## src/hw/rtl/u8s_pkg.sv

```systemverilog
// ----------------------------------------------------------------------------
// u8s_pkg
// Shared types and constants for the UTF-8 stream sanitizer.
// ----------------------------------------------------------------------------
package u8s_pkg;

	localparam logic [7:0] REP_RESET  = 8'h5F;
	localparam logic [7:0] CH_NUL     = 8'h00;
	localparam logic [7:0] CH_LF      = 8'h0A;
	localparam logic [7:0] CH_CR      = 8'h0D;
	localparam logic [7:0] ASCII_HI   = 8'h7F;
	localparam logic [7:0] LEAD2_LO   = 8'hC2;
	localparam logic [7:0] LEAD2_HI   = 8'hDF;
	localparam logic [7:0] LEAD3_LO   = 8'hE0;
	localparam logic [7:0] LEAD3_HI   = 8'hEF;
	localparam logic [7:0] LEAD4_LO   = 8'hF0;
	localparam logic [7:0] LEAD4_HI   = 8'hF4;
	localparam logic [7:0] CONT_LO    = 8'h80;
	localparam logic [7:0] CONT_HI    = 8'hBF;
	localparam logic [7:0] E0_CONT_LO = 8'hA0;
	localparam logic [7:0] F0_CONT_LO = 8'h90;
	localparam logic [7:0] F4_CONT_HI = 8'h8F;

	localparam int IN_DEPTH_DEF  = 2;
	localparam int OUT_DEPTH_DEF = 2;

	typedef struct packed {
		logic       eot;
		logic [7:0] data;
	} in_item_t;

	typedef struct packed {
		logic       last;
		logic       rep;
		logic [7:0] data;
	} out_item_t;

endpackage

```

## src/hw/rtl/utf8_stream_sanitizer.sv

```systemverilog
// ----------------------------------------------------------------------------
// utf8_stream_sanitizer
// Cleans a UTF-8 byte stream: drops zeros, folds CR/CRLF to LF, passes
// well-formed sequences and substitutes a replacement byte for stray bytes.
// ----------------------------------------------------------------------------
// Flow: each byte is taken into the hold buffer, then each held byte is
// examined or emitted, and then the item is closed; no new byte is taken
// until the last one is closed. The hold engine handles one byte decision
// per cycle while the output queue accepts it; the input and output queues
// let the upstream and downstream sides stall independently of it. The last
// result of each input byte carries tlast; a byte that yields nothing (zero,
// the LF of a CRLF, a held lead) produces no transfer. The replacement byte
// register resets to underscore and is written through cfg_*; the user is to
// write it only while idle, which the block itself leaves to the user.
module utf8_stream_sanitizer import u8s_pkg::*; #(
	parameter int IN_DEPTH  = IN_DEPTH_DEF,
	parameter int OUT_DEPTH = OUT_DEPTH_DEF
) (
	input  logic       clk,
	input  logic       arst_n,
	input  logic       cfg_valid,
	output logic       cfg_ready,
	input  logic [7:0] cfg_data,       // replacement_byte
	input  logic       s_axis_tvalid,
	output logic       s_axis_tready,
	input  logic [7:0] s_axis_tdata,   // [7:0] in_byte
	input  logic       s_axis_tlast,   // end_of_text
	output logic       m_axis_tvalid,
	input  logic       m_axis_tready,
	output logic [7:0] m_axis_tdata,   // [7:0] out_byte
	output logic       m_axis_tuser,   // [0] is_replacement
	output logic       m_axis_tlast    // last_of_run
);

	logic [7:0] rep_q;
	in_item_t   s_item, q_item;
	out_item_t  e_item, m_item;
	logic       q_valid, q_ready, e_valid, e_ready;

	assign cfg_ready = 1'b1;

	always_ff @(posedge clk or negedge arst_n) begin
		if (!arst_n) begin
			rep_q <= REP_RESET;
		end else if (cfg_valid) begin
			rep_q <= cfg_data;
		end
	end

	assign s_item.data = s_axis_tdata;
	assign s_item.eot  = s_axis_tlast;

	u8s_fifo #(
		.WIDTH ($bits(in_item_t)),
		.DEPTH (IN_DEPTH)
	) u_in_q (
		.clk      (clk),
		.arst_n   (arst_n),
		.wr_valid (s_axis_tvalid),
		.wr_ready (s_axis_tready),
		.wr_data  (s_item),
		.rd_valid (q_valid),
		.rd_ready (q_ready),
		.rd_data  (q_item)
	);

	u8s_engine u_engine (
		.clk       (clk),
		.arst_n    (arst_n),
		.rep_byte  (rep_q),
		.in_valid  (q_valid),
		.in_ready  (q_ready),
		.in_item   (q_item),
		.out_valid (e_valid),
		.out_ready (e_ready),
		.out_item  (e_item)
	);

	u8s_fifo #(
		.WIDTH ($bits(out_item_t)),
		.DEPTH (OUT_DEPTH)
	) u_out_q (
		.clk      (clk),
		.arst_n   (arst_n),
		.wr_valid (e_valid),
		.wr_ready (e_ready),
		.wr_data  (e_item),
		.rd_valid (m_axis_tvalid),
		.rd_ready (m_axis_tready),
		.rd_data  (m_item)
	);

	assign m_axis_tdata = m_item.data;
	assign m_axis_tuser = m_item.rep;
	assign m_axis_tlast = m_item.last;

endmodule

```

## src/hw/rtl/u8s_fifo.sv

```systemverilog
// ----------------------------------------------------------------------------
// u8s_fifo
// Small register queue with valid/ready on both sides.
// ----------------------------------------------------------------------------
module u8s_fifo import u8s_pkg::*; #(
	parameter int WIDTH = 9,
	parameter int DEPTH = 2
) (
	input  logic             clk,
	input  logic             arst_n,
	input  logic             wr_valid,
	output logic             wr_ready,
	input  logic [WIDTH-1:0] wr_data,
	output logic             rd_valid,
	input  logic             rd_ready,
	output logic [WIDTH-1:0] rd_data
);

	localparam int PW = (DEPTH > 1) ? $clog2(DEPTH) : 1;
	localparam int CW = $clog2(DEPTH + 1);
	localparam logic [PW-1:0] PTR_LAST = PW'(DEPTH - 1);
	localparam logic [CW-1:0] CNT_FULL = CW'(DEPTH);

	logic [WIDTH-1:0] mem_q [DEPTH];
	logic [PW-1:0]    wptr_q, rptr_q;
	logic [CW-1:0]    cnt_q;
	logic             do_wr, do_rd;

	assign wr_ready = (cnt_q != CNT_FULL);
	assign rd_valid = (cnt_q != '0);
	assign rd_data  = mem_q[rptr_q];
	assign do_wr    = wr_valid && wr_ready;
	assign do_rd    = rd_valid && rd_ready;

	always_ff @(posedge clk or negedge arst_n) begin
		if (!arst_n) begin
			wptr_q <= '0;
			rptr_q <= '0;
			cnt_q  <= '0;
		end else begin
			if (do_wr) begin
				wptr_q <= (wptr_q == PTR_LAST) ? '0 : wptr_q + PW'(1);
			end
			if (do_rd) begin
				rptr_q <= (rptr_q == PTR_LAST) ? '0 : rptr_q + PW'(1);
			end
			if (do_wr && !do_rd) begin
				cnt_q <= cnt_q + CW'(1);
			end else if (do_rd && !do_wr) begin
				cnt_q <= cnt_q - CW'(1);
			end
		end
	end

	always_ff @(posedge clk) begin
		if (do_wr) begin
			mem_q[wptr_q] <= wr_data;
		end
	end

endmodule

```

## src/hw/rtl/u8s_engine.sv

```systemverilog
// ----------------------------------------------------------------------------
// u8s_engine
// Back end: holds up to four bytes, decides on the oldest one per cycle
// unless stalled and stages emitted bytes so an item's final one has last.
// ----------------------------------------------------------------------------
module u8s_engine import u8s_pkg::*; (
	input  logic      clk,
	input  logic      arst_n,
	input  logic [7:0] rep_byte,
	input  logic      in_valid,
	output logic      in_ready,
	input  in_item_t  in_item,
	output logic      out_valid,
	input  logic      out_ready,
	output out_item_t out_item
);

	typedef enum logic [1:0] {ST_LOAD, ST_SCAN, ST_EMIT} state_t;

	state_t     state_q;
	logic [7:0] buf_q [4];
	logic [2:0] cnt_q;
	logic       eot_q;
	logic       cr_q;
	logic [1:0] left_q;
	logic       stg_vld_q;
	logic [7:0] stg_byte_q;
	logic       stg_rep_q;

	logic [7:0] b0;
	logic [1:0] need;
	logic [7:0] lo, hi;
	logic       is_lead, have_all, seq_ok;
	logic [2:0] avail;
	logic       close_now, emit_now, shift_now, set_cr, start_seq;
	logic [7:0] emit_byte;
	logic       emit_rep;

	assign b0    = buf_q[0];
	assign avail = cnt_q - 3'd1;

	always_comb begin
		need    = 2'd0;
		lo      = CONT_LO;
		hi      = CONT_HI;
		is_lead = 1'b0;
		if (b0 inside {[LEAD2_LO:LEAD2_HI]}) begin
			need    = 2'd1;
			is_lead = 1'b1;
		end else if (b0 inside {[LEAD3_LO:LEAD3_HI]}) begin
			need    = 2'd2;
			is_lead = 1'b1;
			if (b0 == LEAD3_LO) lo = E0_CONT_LO;
		end else if (b0 inside {[LEAD4_LO:LEAD4_HI]}) begin
			need    = 2'd3;
			is_lead = 1'b1;
			if (b0 == LEAD4_LO) lo = F0_CONT_LO;
			if (b0 == LEAD4_HI) hi = F4_CONT_HI;
		end
	end

	assign have_all = (avail >= {1'b0, need});
	assign seq_ok   = (buf_q[1] >= lo) && (buf_q[1] <= hi)
		&& ((need < 2'd2) || ((buf_q[2] >= CONT_LO) && (buf_q[2] <= CONT_HI)))
		&& ((need < 2'd3) || ((buf_q[3] >= CONT_LO) && (buf_q[3] <= CONT_HI)));

	// one decision per cycle on the oldest held byte while out_ready is high
	always_comb begin
		close_now = 1'b0;
		emit_now  = 1'b0;
		shift_now = 1'b0;
		set_cr    = 1'b0;
		start_seq = 1'b0;
		emit_byte = b0;
		emit_rep  = 1'b0;
		case (state_q)
			ST_SCAN: begin
				if (cnt_q == 3'd0 || (is_lead && !have_all && !eot_q)) begin
					close_now = 1'b1;
				end else if ((cr_q && b0 == CH_LF) || b0 == CH_NUL) begin
					shift_now = 1'b1;
				end else if (b0 <= ASCII_HI) begin
					emit_now  = 1'b1;
					shift_now = 1'b1;
					if (b0 == CH_CR) begin
						emit_byte = CH_LF;
						set_cr    = 1'b1;
					end
				end else if (!is_lead || !have_all) begin
					emit_now  = 1'b1;
					shift_now = 1'b1;
					emit_byte = rep_byte;
					emit_rep  = 1'b1;
				end else if (seq_ok) begin
					emit_now  = 1'b1;
					shift_now = 1'b1;
					start_seq = 1'b1;
				end else begin
					// bad continuation: lead dropped, rest re-examined
					shift_now = 1'b1;
				end
			end
			ST_EMIT: begin
				emit_now  = 1'b1;
				shift_now = 1'b1;
			end
			default: begin
			end
		endcase
	end

	assign in_ready       = (state_q == ST_LOAD);
	assign out_valid      = stg_vld_q && (close_now || emit_now);
	assign out_item.data  = stg_byte_q;
	assign out_item.rep   = stg_rep_q;
	assign out_item.last  = close_now;

	always_ff @(posedge clk or negedge arst_n) begin
		if (!arst_n) begin
			state_q   <= ST_LOAD;
			cnt_q     <= 3'd0;
			eot_q     <= 1'b0;
			cr_q      <= 1'b0;
			left_q    <= 2'd0;
			stg_vld_q <= 1'b0;
		end else begin
			case (state_q)
				ST_LOAD: begin
					if (in_valid) begin
						cnt_q   <= cnt_q + 3'd1;
						eot_q   <= in_item.eot;
						state_q <= ST_SCAN;
					end
				end
				ST_SCAN: begin
					if (out_ready) begin
						if (close_now) begin
							if (cnt_q != 3'd0 || eot_q) cr_q <= 1'b0;
							stg_vld_q <= 1'b0;
							state_q   <= ST_LOAD;
						end else begin
							cr_q <= set_cr;
							if (emit_now) stg_vld_q <= 1'b1;
							if (shift_now) cnt_q <= cnt_q - 3'd1;
							if (start_seq) begin
								left_q  <= need;
								state_q <= ST_EMIT;
							end
						end
					end
				end
				ST_EMIT: begin
					if (out_ready) begin
						stg_vld_q <= 1'b1;
						cnt_q     <= cnt_q - 3'd1;
						left_q    <= left_q - 2'd1;
						if (left_q == 2'd1) state_q <= ST_SCAN;
					end
				end
				default: begin
					state_q <= ST_LOAD;
				end
			endcase
		end
	end

	always_ff @(posedge clk) begin
		if (state_q == ST_LOAD && in_valid) begin
			buf_q[cnt_q[1:0]] <= in_item.data;
		end else if (out_ready && shift_now) begin
			buf_q[0] <= buf_q[1];
			buf_q[1] <= buf_q[2];
			buf_q[2] <= buf_q[3];
		end
		if (out_ready && emit_now) begin
			stg_byte_q <= emit_byte;
			stg_rep_q  <= emit_rep;
		end
	end

endmodule

```

## config.mk

```make
export PLATFORM = sky130hd
export DESIGN_NAME = utf8_stream_sanitizer
export DESIGN_NICKNAME = d
export VERILOG_FILES = /design/src/hw/rtl/u8s_pkg.sv /design/src/hw/rtl/utf8_stream_sanitizer.sv /design/src/hw/rtl/u8s_fifo.sv /design/src/hw/rtl/u8s_engine.sv
export SDC_FILE = /design/constraint.sdc
export NUM_CORES = 1
export LEC_CHECK = 0
export BUFFER_PORTS_ARGS = -buffer_cell sky130_fd_sc_hd__buf_4
export CAP_MARGIN = 5
export CORE_AREA = 4 4 121 77
export DETAILED_ROUTE_END_ITERATION = 8
export DIE_AREA = 0 0 125 81
export GPL_ROUTABILITY_DRIVEN = 0
export GPL_TIMING_DRIVEN = 0
export HOLD_SLACK_MARGIN = 0.02
export PLACE_DENSITY = 0.8
export SKIP_CTS_REPAIR_TIMING = 1
export SLEW_MARGIN = 20
export SYNTH_ARGS = -nofsm -noshare
export SYNTH_HDL_FRONTEND = slang
export SYNTH_SLANG_ARGS = --single-unit
```

## constraint.sdc

```tcl
create_clock -name clk -period 4.9 [get_ports clk]
set_input_delay 0.49 -clock clk [delete_from_list [all_inputs] [get_ports clk]]
set_output_delay 0.49 -clock clk [all_outputs]
set_load 0.02 [all_outputs]
```

==> impl_metrics.csv <==
group,metric,value,unit
timing,relSlewSlack,35.00,%
drt,drtPass1Iterations,5,
timing,final-setup-viol-count,0,
drt,wirelength,8912,µm
final_layout,fin_nets,438,
setup_path,path_class,"register to register",
timing,fmax,230.3,MHz
setup_path,endpoint_kind,"register",
setup_path,crit_path_max_incr_delay,0.81,ns
synth,async_flop_share,24.76,%
final_layout,regArea,3030,µm²
timing,slew_viol_final,0,
global_route,gr-total-overflow,0,
die,start_util,58.30,%
timing,finalSetupTns,0,ns
die,core,8263,µm²
synth,synthDominantCellAreaShare,49.25,%
clock_tree,clk-insertion-delay-late,0.34,ns
die,die_w,125,µm
synth,synth_nets,395,
drt,wl_met3,513,µm
drt,routed-wl-met2,4014,µm
drt,via_count,2872,
synth,synth_compound_area_share,10.34,%
die,pin_count,35,
global_route,grt_pass1_wl,14910,µm
timing,period_share,88.62,%
setup_path,slowest_stage,"nor2b_1",
placed_design,io_buffers,32,
clock_tree,tritoncts,"done",
power,power_frac_comb,40.8,%
clock_tree,numCtsBuffers,9,
hold_path,hp-class,"input pin to async pin",
setup_path,arrival,4.31,ns
timing,fin_skew,0.007650,ns
clock_tree,cts.sinks,105,
power,p_clk_share,17.2,%
die,fp.dieH,81,µm
placed_design,place_inst,498,
drt,vias_per_cell,5.588,
synth,synth_xor_area_share,2.182,%
synth,synth.cell_area,4817,µm²
power,p_leak,2.122,nW
setup_path,crit_family,"compound AO/OA/AOI/OAI gates",
timing,period_minus_slack,4.342,ns
power,peakVddDrop,0.0003209,V
timing,tightest_slew,0.9750,ns
synth,synth_simple_gate_area_share,8.831,%
synth,synthTopCellsByCount,"edfxtp_1 (79), mux2_2 (29), nand2_1 (25), o21a_1 (25), nor2_1 (24)",
clock_tree,clkTransAtPathRegs,0.07,ns
synth,synthCells,354,
power,power_frac_seq,42.0,%
final_layout,layout-drive-gt1-share,21.89,%
placed_design,dp_hpwl,6639,µm
clock_tree,cts.path.max_buffers,2,
synth,ys_seq_area_share,62.91,%
final_layout,insertedDiodeCount,0,
power,swShare,36.71,%
synth,syn_area_per_cell,13.61,µm²
setup_path,required,4.86,ns
run_status,outcome,"finished, final reports clean",
job,max_cap_violations,0,
drt,drc,0,
final_layout,fillers,619,
synth,netlist_top_cells_area,"edfxtp_1 (49%), dfrtp_1 (10%), mux2_2 (6.8%)",
timing,hold_viol_final,0,
synth,synth_top_family_by_area,"compound AO/OA/AOI/OAI gates",
global_route,grt_pass1_vias,2889,
power,p_switching,0.001497,W
setup_path,worst_setup_path_start_kind,"register",
clock_tree,cts-root-buf,"clkbuf_16",
synth,yosysUniqueCellTypes,50,
final_layout,final_cells,514,
synth,synth_warnings,0,
drt,met1_length,4268,µm
synth,synth_fa_ha_area_share,4.935,%
synth,yosys.cell_count.top_type,"edfxtp_1",
setup_path,crit_chain,"o21ai_1, nand3_1, a211oi_1, ha_1, nand2b_1, a211o_1, o41ai_1, and2_1, a21oi_1, o32ai_4, nor2b_1",
synth,synth.area.mux_share,7.844,%
synth,ys_seq_elements,105,
die,die_area,10130,µm²
final_layout,area_delta_synth_final,13.95,%
drt,top_layer,"met4",
synth,yosysTopAreaCell,"edfxtp_1",
clock_tree,htreeDepth,3,
drt,dr.first_iter.drc_count,307,
timing,rsz0062_at_grt,"false",
synth,synth_edf_count,79,
final_layout,multi_input_area,1648,µm²
drt,postRouteAntennaNets,0,
synth,ys.flop_type,"edfxtp_1",
power,pwr_density_cell,742.8,nW/µm²
drt,detail_route.wl_per_cell,17.34,µm
die,fp-row-count,26,
setup_path,critPathBufInv,0,
global_route,grt_util_all_layers,19.29,%
global_route,antenna_found_initial,0,
power,p_int,0.002581,W
global_route,grt_max_degree,27,
setup_path,crit_fanout,10,
[per-layer routing]
metal	up-vias	global-route usage [%]
met5	-	0
met4	0	7.035
met3	11	5.913
met2	66	28.62
met1	1425	27.19
li1	1370	-
[metrics by stage]
stage | hold slack (ns) | setup slack [ns] | utilization (%) | cell area (µm²) | power, W
2_1_floorplan | 0.1944 | 1.436 | - | 4817 | 0.002902
3_3_place_gp | 0.4208 | 0.6821 | 62.90 | 5197 | 0.003294
3_5_place_dp | 0.4273 | 0.6213 | 62.90 | 5197 | 0.003391
4_1_cts | 0.05620 | 0.5774 | 66.43 | 5489 | 0.004114
5_1_grt | 0.07108 | 0.2642 | 66.43 | 5489 | 0.004377
6_report | 0.05485 | 0.5578 | 66.43 | 5489 | 0.004077
[layout make-up]
| class | count | share of cell area, % |
|---|---|---|
| Timing Repair Buffer | 32 | 4.377 |
| Buffer | 9 | 1.094 |
| Inverter | 21 | 1.436 |
| Clock buffer | 12 | 4.308 |
| Multi-Input combinational cell | 219 | 30.02 |
| Sequential cell | 105 | 55.21 |
| Clock inverter | 4 | 1.003 |
| Tap cell | 112 | 2.553 |
[state kept, by name, summed over array words and instances, names as in the netlist, 3 cells and up]
| name | flops |
|---|---|
| u_in_q.mem_q | 18 |
| rep_q | 8 |
| u_engine.cnt_q | 3 |
| u_engine.buf_q | 32 |
| u_out_q.mem_q | 20 |
| u_engine.stg_byte_q | 8 |
[worst paths after layout]
kind | end | startpoint | slack (ns) | cells past startpoint
max | u_out_q.mem_q[0][6] | u_engine.buf_q[0][0] | 0.56 | 11
min | u_engine.left_q[1] | arst_n | 0.05 | 1
max reg2reg | u_out_q.mem_q[0][6] | u_engine.buf_q[0][0] | 0.56 | 11
min reg2reg | u_out_q.mem_q[0][5] | u_engine.stg_byte_q[5] | 0.45 | 0
max in group asynchronous | rep_q[4] | arst_n | 4.53 | 1
min in group clk | u_in_q.mem_q[0][2] | s_axis_tdata[2] | 0.33 | 1
[power groups by stage]
stage	sequential (W)	combinational [W]	clock, W
final	0.00171	0.00166	0.000701
after global routing	0.00175	0.00186	0.000762
after CTS	0.00171	0.00168	0.000720
after detailed placement	0.00172	0.00167	0
after global placement	0.00170	0.00160	0
after floorplan	0.00164	0.00126	0
[logic make-up (layout without fill, tap and decap cells)]
logic type,Yosys count,count (layout)
buffers and inverters,30,78
AOI/OAI and AO/OA,66,66
adders and majority gates,19,19
xor gates and xnor gates,12,12
DFF,105,105
other,1,1
and+or+nand+nor,87,87
muxes,34,34
[layout by cell type, fill, tap and decap left out, drive strengths merged, types with 2 or more instances in the layout]
cell,count
xnor2,6
xor2,6
nor2b,4
ha,19
buf,36
nor2,24
o211ai,2
o21a,25
mux2i,4
dfrtp,20
clkbuf,17
nor4,2
nand3,4
and2,3
mux2,30
edfxtp,79
a22o,2
a211oi,2
nand2,25
o21ai,9
and3,4
inv,22
dfstp,6
nand2b,13
a21oi,13
No activity file was read; power rests on OpenSTA's default activity.
